==> config.mk <==
export PLATFORM = sky130hd
export DESIGN_NAME = top_k_score_table_flat
export DESIGN_NICKNAME = d
export VERILOG_FILES = /design/src/sv/tkst_pkg.sv /design/src/sv/tkst_if.sv /design/src/sv/tkst_cell.sv /design/src/sv/top_k_score_table.sv /design/src/flat_wrapper.sv
export SDC_FILE = /design/constraint.sdc
export NUM_CORES = 1
export LEC_CHECK = 0
export BUFFER_PORTS_ARGS = -buffer_cell sky130_fd_sc_hd__buf_2
export CELL_PAD_IN_SITES_DETAIL_PLACEMENT = 0
export CELL_PAD_IN_SITES_GLOBAL_PLACEMENT = 1
export CORE_ASPECT_RATIO = 0.7
export CORE_MARGIN = 2
export CORE_UTILIZATION = 38
export CTS_CLUSTER_SIZE = 16
export DETAILED_ROUTE_END_ITERATION = 8
export GPL_ROUTABILITY_DRIVEN = 0
export PLACE_DENSITY_LB_ADDON = 0.1
export SLEW_MARGIN = 0
export SYNTH_ARGS = -nofsm -noshare
export SYNTH_HDL_FRONTEND = slang
export SYNTH_SLANG_ARGS = --single-unit
==> constraint.sdc <==
create_clock -name clk -period 3.61 [get_ports clk]
set_input_delay 0.5415 -clock clk [delete_from_list [all_inputs] [get_ports clk]]
set_output_delay 0.5415 -clock clk [all_outputs]
set_load 0.03 [all_outputs]
==> src/sv/tkst_pkg.sv <==
// ----------------------------------------------------------------------------
// tkst_pkg
// Types and constants shared by the top-k score table.
// ----------------------------------------------------------------------------
package tkst_pkg;

	localparam int unsigned DEF_TABLE_DEPTH  = 10;
	localparam int unsigned DEF_POINT_BITS   = 16;
	localparam int unsigned DEF_PAYLOAD_BITS = 32;

	localparam int unsigned READ_IDX_BITS = 4;
	localparam int unsigned COUNT_BITS    = 5;

	typedef enum logic {
		ACT_INSERT = 1'b0,
		ACT_READ   = 1'b1
	} action_t;

	// link between neighbouring cells
	typedef struct packed {
		logic valid;   // cell holds an entry
		logic after;   // newcomer ranks after this cell
	} link_t;

endpackage

==> src/sv/tkst_if.sv <==
// ----------------------------------------------------------------------------
// tkst_in_if / tkst_out_if
// Valid/ready channels carrying command and result words.
// ----------------------------------------------------------------------------
interface tkst_in_if import tkst_pkg::*; #(
	parameter int unsigned POINT_BITS   = DEF_POINT_BITS,
	parameter int unsigned PAYLOAD_BITS = DEF_PAYLOAD_BITS
);
	logic                     valid;
	logic                     ready;
	logic                     action;
	logic [POINT_BITS-1:0]    new_points;
	logic [PAYLOAD_BITS-1:0]  new_payload;
	logic [READ_IDX_BITS-1:0] read_index;

	modport source (output valid, action, new_points, new_payload, read_index,
		input ready);
	modport sink (input valid, action, new_points, new_payload, read_index,
		output ready);
endinterface

interface tkst_out_if import tkst_pkg::*; #(
	parameter int unsigned POINT_BITS   = DEF_POINT_BITS,
	parameter int unsigned PAYLOAD_BITS = DEF_PAYLOAD_BITS
);
	logic                    valid;
	logic                    ready;
	logic                    accepted;
	logic [COUNT_BITS-1:0]   entry_count;
	logic [POINT_BITS-1:0]   top_points;
	logic                    read_valid;
	logic [POINT_BITS-1:0]   read_points;
	logic [PAYLOAD_BITS-1:0] read_payload;

	modport source (output valid, accepted, entry_count, top_points, read_valid,
		read_points, read_payload, input ready);
	modport sink (input valid, accepted, entry_count, top_points, read_valid,
		read_points, read_payload, output ready);
endinterface

==> src/sv/tkst_cell.sv <==
// ----------------------------------------------------------------------------
// tkst_cell
// One rank of the table: keeps, takes the newcomer, or takes its upper
// neighbour's entry.
// ----------------------------------------------------------------------------
module tkst_cell import tkst_pkg::*; #(
	parameter int unsigned POINT_BITS   = DEF_POINT_BITS,
	parameter int unsigned PAYLOAD_BITS = DEF_PAYLOAD_BITS
) (
	input  logic                    clk,
	input  logic                    arst_n,
	input  logic                    wr_en,
	input  logic [POINT_BITS-1:0]   new_points,
	input  logic [PAYLOAD_BITS-1:0] new_payload,
	input  link_t                   prev_link,
	input  logic [POINT_BITS-1:0]   prev_points,
	input  logic [PAYLOAD_BITS-1:0] prev_payload,
	output link_t                   link,
	output logic [POINT_BITS-1:0]   points,
	output logic [PAYLOAD_BITS-1:0] payload
);

	logic                    valid_q;
	logic [POINT_BITS-1:0]   points_q;
	logic [PAYLOAD_BITS-1:0] payload_q;
	logic                    after;

	assign after = valid_q && (points_q >= new_points);

	always_ff @(posedge clk or negedge arst_n) begin
		if (!arst_n) begin
			valid_q <= 1'b0;
		end else if (wr_en) begin
			valid_q <= valid_q | prev_link.valid;
		end
	end

	always_ff @(posedge clk) begin
		if (wr_en && !after) begin
			if (prev_link.after) begin
				points_q  <= new_points;
				payload_q <= new_payload;
			end else begin
				points_q  <= prev_points;
				payload_q <= prev_payload;
			end
		end
	end

	assign link    = '{valid: valid_q, after: after};
	assign points  = points_q;
	assign payload = payload_q;

endmodule

==> src/sv/top_k_score_table.sv <==
// ----------------------------------------------------------------------------
// top_k_score_table
// Keeps the best TABLE_DEPTH (points, payload) entries in descending order.
// ----------------------------------------------------------------------------
// Takes one word per cycle unless stalled, and returns one result word in the
// cycle after it is taken, from an output register; a new word is taken while
// the previous result is being handed over. An insert is placed by a row of
// cells that each compare their entry with the broadcast newcomer and keep,
// take it, or shift down from the cell above. Ties go after existing entries;
// zero points, or a full table whose last entry is not beaten, is rejected.
// A read returns the entry at read_index, zeros beyond the count.
module top_k_score_table import tkst_pkg::*; #(
	parameter int unsigned TABLE_DEPTH  = DEF_TABLE_DEPTH,
	parameter int unsigned POINT_BITS   = DEF_POINT_BITS,
	parameter int unsigned PAYLOAD_BITS = DEF_PAYLOAD_BITS
) (
	input  logic      clk,
	input  logic      arst_n,
	tkst_in_if.sink   item,
	tkst_out_if.source res
);

	localparam int unsigned CNT_W = $clog2(TABLE_DEPTH + 1);

	link_t                   lnk      [TABLE_DEPTH+1];
	logic [POINT_BITS-1:0]   cell_pts [TABLE_DEPTH];
	logic [PAYLOAD_BITS-1:0] cell_pay [TABLE_DEPTH];

	logic [CNT_W-1:0]        count_q;
	logic                    fire;
	logic                    is_insert;
	logic                    accept;
	logic                    full;
	logic [CNT_W-1:0]        count_nxt;
	logic [POINT_BITS-1:0]   top_nxt;
	logic                    rd_valid;
	logic [POINT_BITS-1:0]   rd_pts;
	logic [PAYLOAD_BITS-1:0] rd_pay;

	logic                    res_valid_q;
	logic                    accepted_q;
	logic [CNT_W-1:0]        count_out_q;
	logic [POINT_BITS-1:0]   top_q;
	logic                    rd_valid_q;
	logic [POINT_BITS-1:0]   rd_pts_q;
	logic [PAYLOAD_BITS-1:0] rd_pay_q;

	assign item.ready = !res_valid_q || res.ready;
	assign fire       = item.valid && item.ready;
	assign is_insert  = (action_t'(item.action) == ACT_INSERT);
	assign full       = (count_q == CNT_W'(TABLE_DEPTH));

	// last cell still ranks ahead of the newcomer: nothing would move
	assign accept = is_insert && (item.new_points != '0) && !lnk[TABLE_DEPTH].after;

	assign lnk[0] = '{valid: 1'b1, after: 1'b1};

	for (genvar i = 0; i < TABLE_DEPTH; i++) begin : g_cell
		logic [POINT_BITS-1:0]   up_pts;
		logic [PAYLOAD_BITS-1:0] up_pay;

		if (i == 0) begin : g_head
			assign up_pts = item.new_points;
			assign up_pay = item.new_payload;
		end else begin : g_body
			assign up_pts = cell_pts[i-1];
			assign up_pay = cell_pay[i-1];
		end

		tkst_cell #(
			.POINT_BITS   (POINT_BITS),
			.PAYLOAD_BITS (PAYLOAD_BITS)
		) u_cell (
			.clk          (clk),
			.arst_n       (arst_n),
			.wr_en        (fire && accept),
			.new_points   (item.new_points),
			.new_payload  (item.new_payload),
			.prev_link    (lnk[i]),
			.prev_points  (up_pts),
			.prev_payload (up_pay),
			.link         (lnk[i+1]),
			.points       (cell_pts[i]),
			.payload      (cell_pay[i])
		);
	end

	always_comb begin
		count_nxt = count_q;
		if (accept && !full) begin
			count_nxt = count_q + CNT_W'(1);
		end
		if (accept && !lnk[1].after) begin
			top_nxt = item.new_points;
		end else if (count_q != '0) begin
			top_nxt = cell_pts[0];
		end else begin
			top_nxt = '0;
		end
	end

	always_comb begin
		rd_valid = !is_insert &&
			(COUNT_BITS'(item.read_index) < COUNT_BITS'(count_q));
		rd_pts   = '0;
		rd_pay   = '0;
		for (int i = 0; i < TABLE_DEPTH; i++) begin
			if (rd_valid && (item.read_index == READ_IDX_BITS'(i))) begin
				rd_pts = cell_pts[i];
				rd_pay = cell_pay[i];
			end
		end
	end

	always_ff @(posedge clk or negedge arst_n) begin
		if (!arst_n) begin
			count_q     <= '0;
			res_valid_q <= 1'b0;
		end else begin
			if (fire) begin
				count_q     <= count_nxt;
				res_valid_q <= 1'b1;
			end else if (res.ready) begin
				res_valid_q <= 1'b0;
			end
		end
	end

	always_ff @(posedge clk) begin
		if (fire) begin
			accepted_q  <= accept;
			count_out_q <= count_nxt;
			top_q       <= top_nxt;
			rd_valid_q  <= rd_valid;
			rd_pts_q    <= rd_pts;
			rd_pay_q    <= rd_pay;
		end
	end

	assign res.valid        = res_valid_q;
	assign res.accepted     = accepted_q;
	assign res.entry_count  = COUNT_BITS'(count_out_q);
	assign res.top_points   = top_q;
	assign res.read_valid   = rd_valid_q;
	assign res.read_points  = rd_pts_q;
	assign res.read_payload = rd_pay_q;

endmodule

==> src/flat_wrapper.sv <==
// flat-port wrapper written by rule: the top's interface ports become plain ports
module top_k_score_table_flat import tkst_pkg::*;
#(
	parameter int unsigned TABLE_DEPTH  = DEF_TABLE_DEPTH,
	parameter int unsigned POINT_BITS   = DEF_POINT_BITS,
	parameter int unsigned PAYLOAD_BITS = DEF_PAYLOAD_BITS
)
  (clk, arst_n, item_valid, item_action, item_new_points, item_new_payload, item_read_index, item_ready, res_valid, res_accepted, res_entry_count, res_top_points, res_read_valid, res_read_points, res_read_payload, res_ready);
  tkst_in_if #(.POINT_BITS(POINT_BITS), .PAYLOAD_BITS(PAYLOAD_BITS)) item_i ();
  tkst_out_if #(.POINT_BITS(POINT_BITS), .PAYLOAD_BITS(PAYLOAD_BITS)) res_i ();
  input  logic clk;
  input  logic arst_n;
  input wire logic [$bits(item_i.valid)-1:0] item_valid;
  input wire logic [$bits(item_i.action)-1:0] item_action;
  input wire logic [$bits(item_i.new_points)-1:0] item_new_points;
  input wire logic [$bits(item_i.new_payload)-1:0] item_new_payload;
  input wire logic [$bits(item_i.read_index)-1:0] item_read_index;
  output wire logic [$bits(item_i.ready)-1:0] item_ready;
  output wire logic [$bits(res_i.valid)-1:0] res_valid;
  output wire logic [$bits(res_i.accepted)-1:0] res_accepted;
  output wire logic [$bits(res_i.entry_count)-1:0] res_entry_count;
  output wire logic [$bits(res_i.top_points)-1:0] res_top_points;
  output wire logic [$bits(res_i.read_valid)-1:0] res_read_valid;
  output wire logic [$bits(res_i.read_points)-1:0] res_read_points;
  output wire logic [$bits(res_i.read_payload)-1:0] res_read_payload;
  input wire logic [$bits(res_i.ready)-1:0] res_ready;
  assign item_i.valid = item_valid;
  assign item_i.action = item_action;
  assign item_i.new_points = item_new_points;
  assign item_i.new_payload = item_new_payload;
  assign item_i.read_index = item_read_index;
  assign item_ready = item_i.ready;
  assign res_valid = res_i.valid;
  assign res_accepted = res_i.accepted;
  assign res_entry_count = res_i.entry_count;
  assign res_top_points = res_i.top_points;
  assign res_read_valid = res_i.read_valid;
  assign res_read_points = res_i.read_points;
  assign res_read_payload = res_i.read_payload;
  assign res_i.ready = res_ready;
  top_k_score_table #(.TABLE_DEPTH(TABLE_DEPTH), .POINT_BITS(POINT_BITS), .PAYLOAD_BITS(PAYLOAD_BITS)) u_core (.clk(clk), .arst_n(arst_n), .item(item_i), .res(res_i));
endmodule
Yosys cells after proc, flatten, opt, wreduce, memory -nomap -nowiden
Cells that the tools add are included.
Storage, ports and cells
  flip-flop bits (word level): 565
  input bits: 57
Operators by class
  add/sub/neg operators: 1
  order comparisons: 11
  equality and inequality tests: 10
  multiplexer cells: 43
  bitwise gates (word level): 10
  reduce and logical (&&, ||, !) cells: 54
Operator list (count)
  32-bit two-way mux: 19
  16-bit two-way mux: 21
  16-bit greater-or-equal comparator: 10
  1-bit logical AND: 37
  4-bit by 3-bit equality test with 1-bit output, second input constant: 4
  16-bit nonzero test: 1
  4-bit equality test, second input constant: 3
  1-bit zero test: 12
  1-bit OR: 9
  4-bit by 2-bit equality test with 1-bit output, second input constant: 2
  4-bit by 1-bit adder with 4-bit output, second input constant: 1
  4-bit by 1-bit equality test with 1-bit output, second input constant: 1
  4-bit zero test: 1
  4-bit < comparator: 1
  4-bit two-way mux: 1
  4-bit nonzero test: 1
  1-bit two-way mux: 2
  2-bit nonzero test: 1
  1-bit logical OR: 1
  1-bit NOT: 1

Depth between registers and ports, before layout
  word-level depth: 13
  mapped depth: 11

Hierarchy
A second synthesis with hierarchy kept.
Second synthesis, totals
  cells, all modules: 2449
  area, all modules: 32120.8 µm²
Modules (own cells, without submodules)
  tkst_cell (u_core.g_cell[0].u_cell ...): times used 9, cells each 161, area an instance 2492.4 µm²
  top_k_score_table: times used 1, cells each 834, area an instance 7183.1 µm²
  tkst_cell (u_core.g_cell[9].u_cell): times used 1, cells each 166, area an instance 2506.2 µm²

Worst setup path before layout
OpenSTA, ideal clock, no wires.
  kind: input to register
  start: input port item_new_points[13]
  end: register u_core.g_cell[2].u_cell.payload_q[0] (enable)
  library setup time: 0.410 ns
  data arrival time: 3.954 ns
  data required time: 3.200 ns
  slack: -0.754 ns
  cell stages on the path: 9
  buffers on the path: 1
  cell sequence: inv_1 -> ha_1 -> a21o_1 -> a21o_1 -> a21oi_1 -> o221ai_2 -> nor3_2 -> buf_4 -> and2_1
Between the ends
  longest elaborated chain between the ends: 6
  elaborated cells between the ends (all ways): 11
RTL lines
  start, declared: line flat_wrapper.sv:15  | input wire logic [$bits(item_i.new_points)-1:0] item_new_points;
  16-bit greater-or-equal comparator: line tkst_cell.sv:28  | assign after = valid_q && (points_q >= new_points);
  1-bit logical AND: line tkst_cell.sv:28
  1-bit zero test: line top_k_score_table.sv:54  | assign accept = is_insert && (item.new_points != '0) && !lnk[TABLE_DEPTH].after;
  1-bit logical AND: line top_k_score_table.sv:54
  1-bit logical AND: line top_k_score_table.sv:76  | .wr_en (fire && accept),
  1-bit logical AND *: line tkst_cell.sv:39  | if (wr_en && !after) begin
  end signal, assigned: line tkst_cell.sv:42  | payload_q <= new_payload;
  end signal, assigned: line tkst_cell.sv:45  | payload_q <= prev_payload;
  end, declared: line tkst_cell.sv:25  | logic [PAYLOAD_BITS-1:0] payload_q;
Mark *: on every way between the ends. The rest lies on a longest branch, timed or not.
A chain may end at the register's enable or synchronous reset.

Worst setup path in the final report
  start: register u_core.count_q[3]
  end: register u_core.rd_pay_q[21] (netlist: u_core.res.read_payload[21]) (data pin)
Between the ends
  longest elaborated chain between the ends: 13
  elaborated cells between the ends (all ways): 22
RTL lines
  start, declared: line top_k_score_table.sv:29  | logic [CNT_W-1:0] count_q;
  start signal, assigned: line top_k_score_table.sv:121  | count_q <= count_nxt;
  4-bit < comparator *: line top_k_score_table.sv:104  | (COUNT_BITS'(item.read_index) < COUNT_BITS'(count_q));
  1-bit logical AND *: line top_k_score_table.sv:103  | rd_valid = !is_insert &&
  1-bit logical AND: line top_k_score_table.sv:108  | if (rd_valid && (item.read_index == READ_IDX_BITS'(i))) begin
  32-bit two-way mux (9 in a row): line top_k_score_table.sv:108
  32-bit two-way mux *: line top_k_score_table.sv:108
  via u_core.rd_pay[21]: line top_k_score_table.sv:38  | logic [PAYLOAD_BITS-1:0] rd_pay;
  end signal, assigned: line top_k_score_table.sv:136  | rd_pay_q <= rd_pay;
  end, declared: line top_k_score_table.sv:46  | logic [PAYLOAD_BITS-1:0] rd_pay_q;
Mark *: on every way through the listed nets, which the timed path passes. The rest lies on a longest branch.

==> impl_metrics.tcl <==
set metrics [dict create \
    numCtsBuffers 61 \
    synth_ff_type "edfxtp_1" \
    crit_required_ns 4.08 \
    cts.sinks 565 \
    antenna_left 0 \
    cts_resized 0 \
    pre_cts_ws_ns 0.08938 \
    via_per_inst 6.591 \
    worstHoldStart "item_valid" \
    hold_path_depth 2 \
    ir_drop_mv 0.4117 \
    drt_pass1_iterations 6 \
    wirelength_mm 137.0 \
    worst_slew_pin_slew_ns 1.067 \
    vias 27496 \
    grt_pass1_wl_mm 194.4 \
    drv_cap 0 \
    synth_nets 3070 \
    ys_types 77 \
    synth_warnings 0 \
    fin_util 0.4398 \
    crit_fanout 14 \
    crit_start "u_core.count_q[3]$_DFFE_PN0P_" \
    cts_buffer_depth 3 \
    cts_tree "done" \
    drc 0 \
    cp-end-kind "flop" \
    clkTransAtPathRegs_ns 0.07 \
    ff2ff_setup_slack_ns 0.20 \
    dieWidth_um 360.6 \
    finalSetupViolCount 0 \
    hold_path.class "in2reg" \
    wl_per_cell_um 32.83 \
    die_h_um 253.7 \
    grt_use_total 0.2928 \
    nFillCells 8177 \
    hpwl_mm 96.76 \
    synthesis.instances 2847 \
    setup.worst_path.start_class "flop" \
    num-nets-final 3180 \
    clock_latency_ns 0.67 \
    area_growth_pct 14.56 \
    rsz0062_at_grt "false" \
    hold_viol 0 \
    drive_gt1_frac 0.2593 \
    grt_overflow 0 \
    final_area_um2 38760 \
    reg2reg_to "u_core.res.read_payload[21]$_DFFE_PP_" \
    synth_area_per_cell_um2 11.88 \
    rows 91 \
    post-route-min-period_ns 3.414 \
    worstHoldEndpoint "u_core.res.valid$_DFFE_PN0P_" \
    status "complete, no violations" \
    post_dp_cell_area_um2 36860 \
    initial_utilization 0.3839 \
    synth_edf_count 550 \
    h-tree-depth 2 \
    grt_pass1_vias 25454 \
    r2r_start "u_core.count_q[3]$_DFFE_PN0P_" \
    seq_area_frac_synth 0.4992 \
    max_freq_ghz 0.2929 \
    p_leak_nw 14.25 \
    async_flop_share 0.02655 \
    antenna_found_initial 3 \
    multiInputGateArea_um2 15670 \
    dieArea_um2 91480 \
    seqCellArea_um2 16890 \
    post-route-period-util 0.9456 \
    first_iter_violations 4043 \
    relSlewSlack 0.2844 \
    skew_ns 0.02557 \
    syn_area_um2 33830 \
    io_buffers 128 \
    io-pin-count 130 \
    arrival_ns 3.88 \
    maxSlewViolCount 0 \
    root_buffer "clkbuf_16" \
    finalWorstSetupSlack_ns 0.1963 \
    powerDensity_nw_per_um2 481.4 \
    reg2reg_depth 8 \
    grt_max_degree 97 \
    synth_seq_cells 565 \
    mostFrequentLayoutCells "edfxtp_1, mux2_2, a21oi_1, nand2_1, o2111ai_1" \
    critPathKind "reg2reg" \
    mostFrequentLayoutCell "edfxtp_1" \
    core_um2 88130 \
]
-- state kept, by name, summed over array words and instances (netlist names), 4 cells and up --
name                          flops
u_core.count_out_q                4
u_core.count_q                    4
u_core.g_cell.u_cell.payload    320
u_core.g_cell.u_cell.points     160
u_core.g_cell.u_cell.valid_q     10
u_core.res.read_payload          32
u_core.res.read_points           16
u_core.res.top_points            16
-- critical path, stage by stage (launching register included) --
cell       delay, ns
dfrtp_1         0.39
inv_1           0.18
ha_1            0.31
nand2_1         0.20
nand2_1         0.18
a211oi_4        0.75
buf_4           0.36
o2111ai_1       0.43
a21oi_1         0.40
-- where the power goes --
group,switching (mW),internal [mW]
sequential,0.320,7.82
clock,2.89,3.37
combinational,2.66,1.61
total,5.86,12.8
-- per-layer routing --
metal | GRT usage | part of all wire | wire length (µm)
met4 | 0.05619 | 0.017 | 2322
met3 | 0.09396 | 0.13 | 17330
met2 | 0.3701 | 0.37 | 51320
met5 | 0 | 0.000051 | 7
met1 | 0.4716 | 0.48 | 66010
-- Yosys cell counts, types with 11 or more instances --
master	instances	area, µm²
o21a_1	11	82.58
o311ai_0	48	420.4
nand2b_1	20	125.1
mux4_2	15	337.8
ha_1	166	2077
o21ai_0	95	475.5
edfxtp_1	550	16520
nor2_1	43	161.4
buf_1	37	138.9
mux2i_1	55	550.5
o2111ai_1	170	1489
nand2_1	184	690.7
a31oi_1	17	106.4
nand3_1	31	155.2
a21o_1	55	412.9
inv_1	47	176.4
buf_2	70	350.3
clkbuf_1	138	518.0
and3_1	153	957.2
buf_4	27	202.7
a21oi_1	229	1146
a221oi_1	29	254.0
o22ai_1	42	262.8
a221o_1	27	270.3
mux2_2	302	3401
dfrtp_1	15	375.4
o211ai_1	99	743.2
a22oi_1	21	157.7
-- cell type report --
type | instances | share of cell area
antenna | 2 | 0.0001291
clock buffer | 70 | 0.04025
clock inverter | 44 | 0.008328
inverter | 54 | 0.005391
multi-input combinational | 1952 | 0.4042
sequential | 565 | 0.4358
tap | 1162 | 0.03751
timing repair buffer | 323 | 0.06837
-- cell families after synthesis --
| kind of cell | synth area share |
|---|---|
| buf+inv | 0.04349 |
| mux | 0.1275 |
| other cells | 0.0001108 |
| fa+ha+maj | 0.06139 |
| flops | 0.4992 |
| xor+xnor | 0.001035 |
| compound gates | 0.1935 |
| simple gates | 0.07370 |
-- timing repair --
action                                  CTS  global route
hold endpoints to repair                 15             0
setup buffers                             0             0
hold buffers                              1             0
endpoints found under the setup margin    0             0
-- per-stage QoR --
step                      hold slack [ns]  TNS, ns  std cells  power [mW]
after floorplan                    0.2459   -55.09       2847       10.77
after global placement             0.5011        0       4055       12.36
after detailed placement           0.5050        0       4055       12.43
after CTS                         0.06491        0       4170       18.64
after global routing               0.1132        0       4171       19.27
final                             0.09545        0       4172       18.66
-- worst max path at each step --
stage | endpoint | slack (ns) | cells after the start
final | u_core.res.read_payload[21]$_DFFE_PP_ | 0.20 | 8
after global placement | u_core.g_cell[0].u_cell.payload[7]$_DFFE_PP_ | 0.04 | 10
after floorplan | u_core.g_cell[1].u_cell.payload[0]$_DFFE_PP_ | -0.15 | 9
after CTS | u_core.res.read_payload[11]$_DFFE_PP_ | 0.34 | 8
after detailed placement | u_core.g_cell[4].u_cell.payload[7]$_DFFE_PP_ | 0.09 | 10
after global routing | u_core.res.read_payload[11]$_DFFE_PP_ | 0.17 | 8
Note: power is estimated with default switching activity, not from simulation.
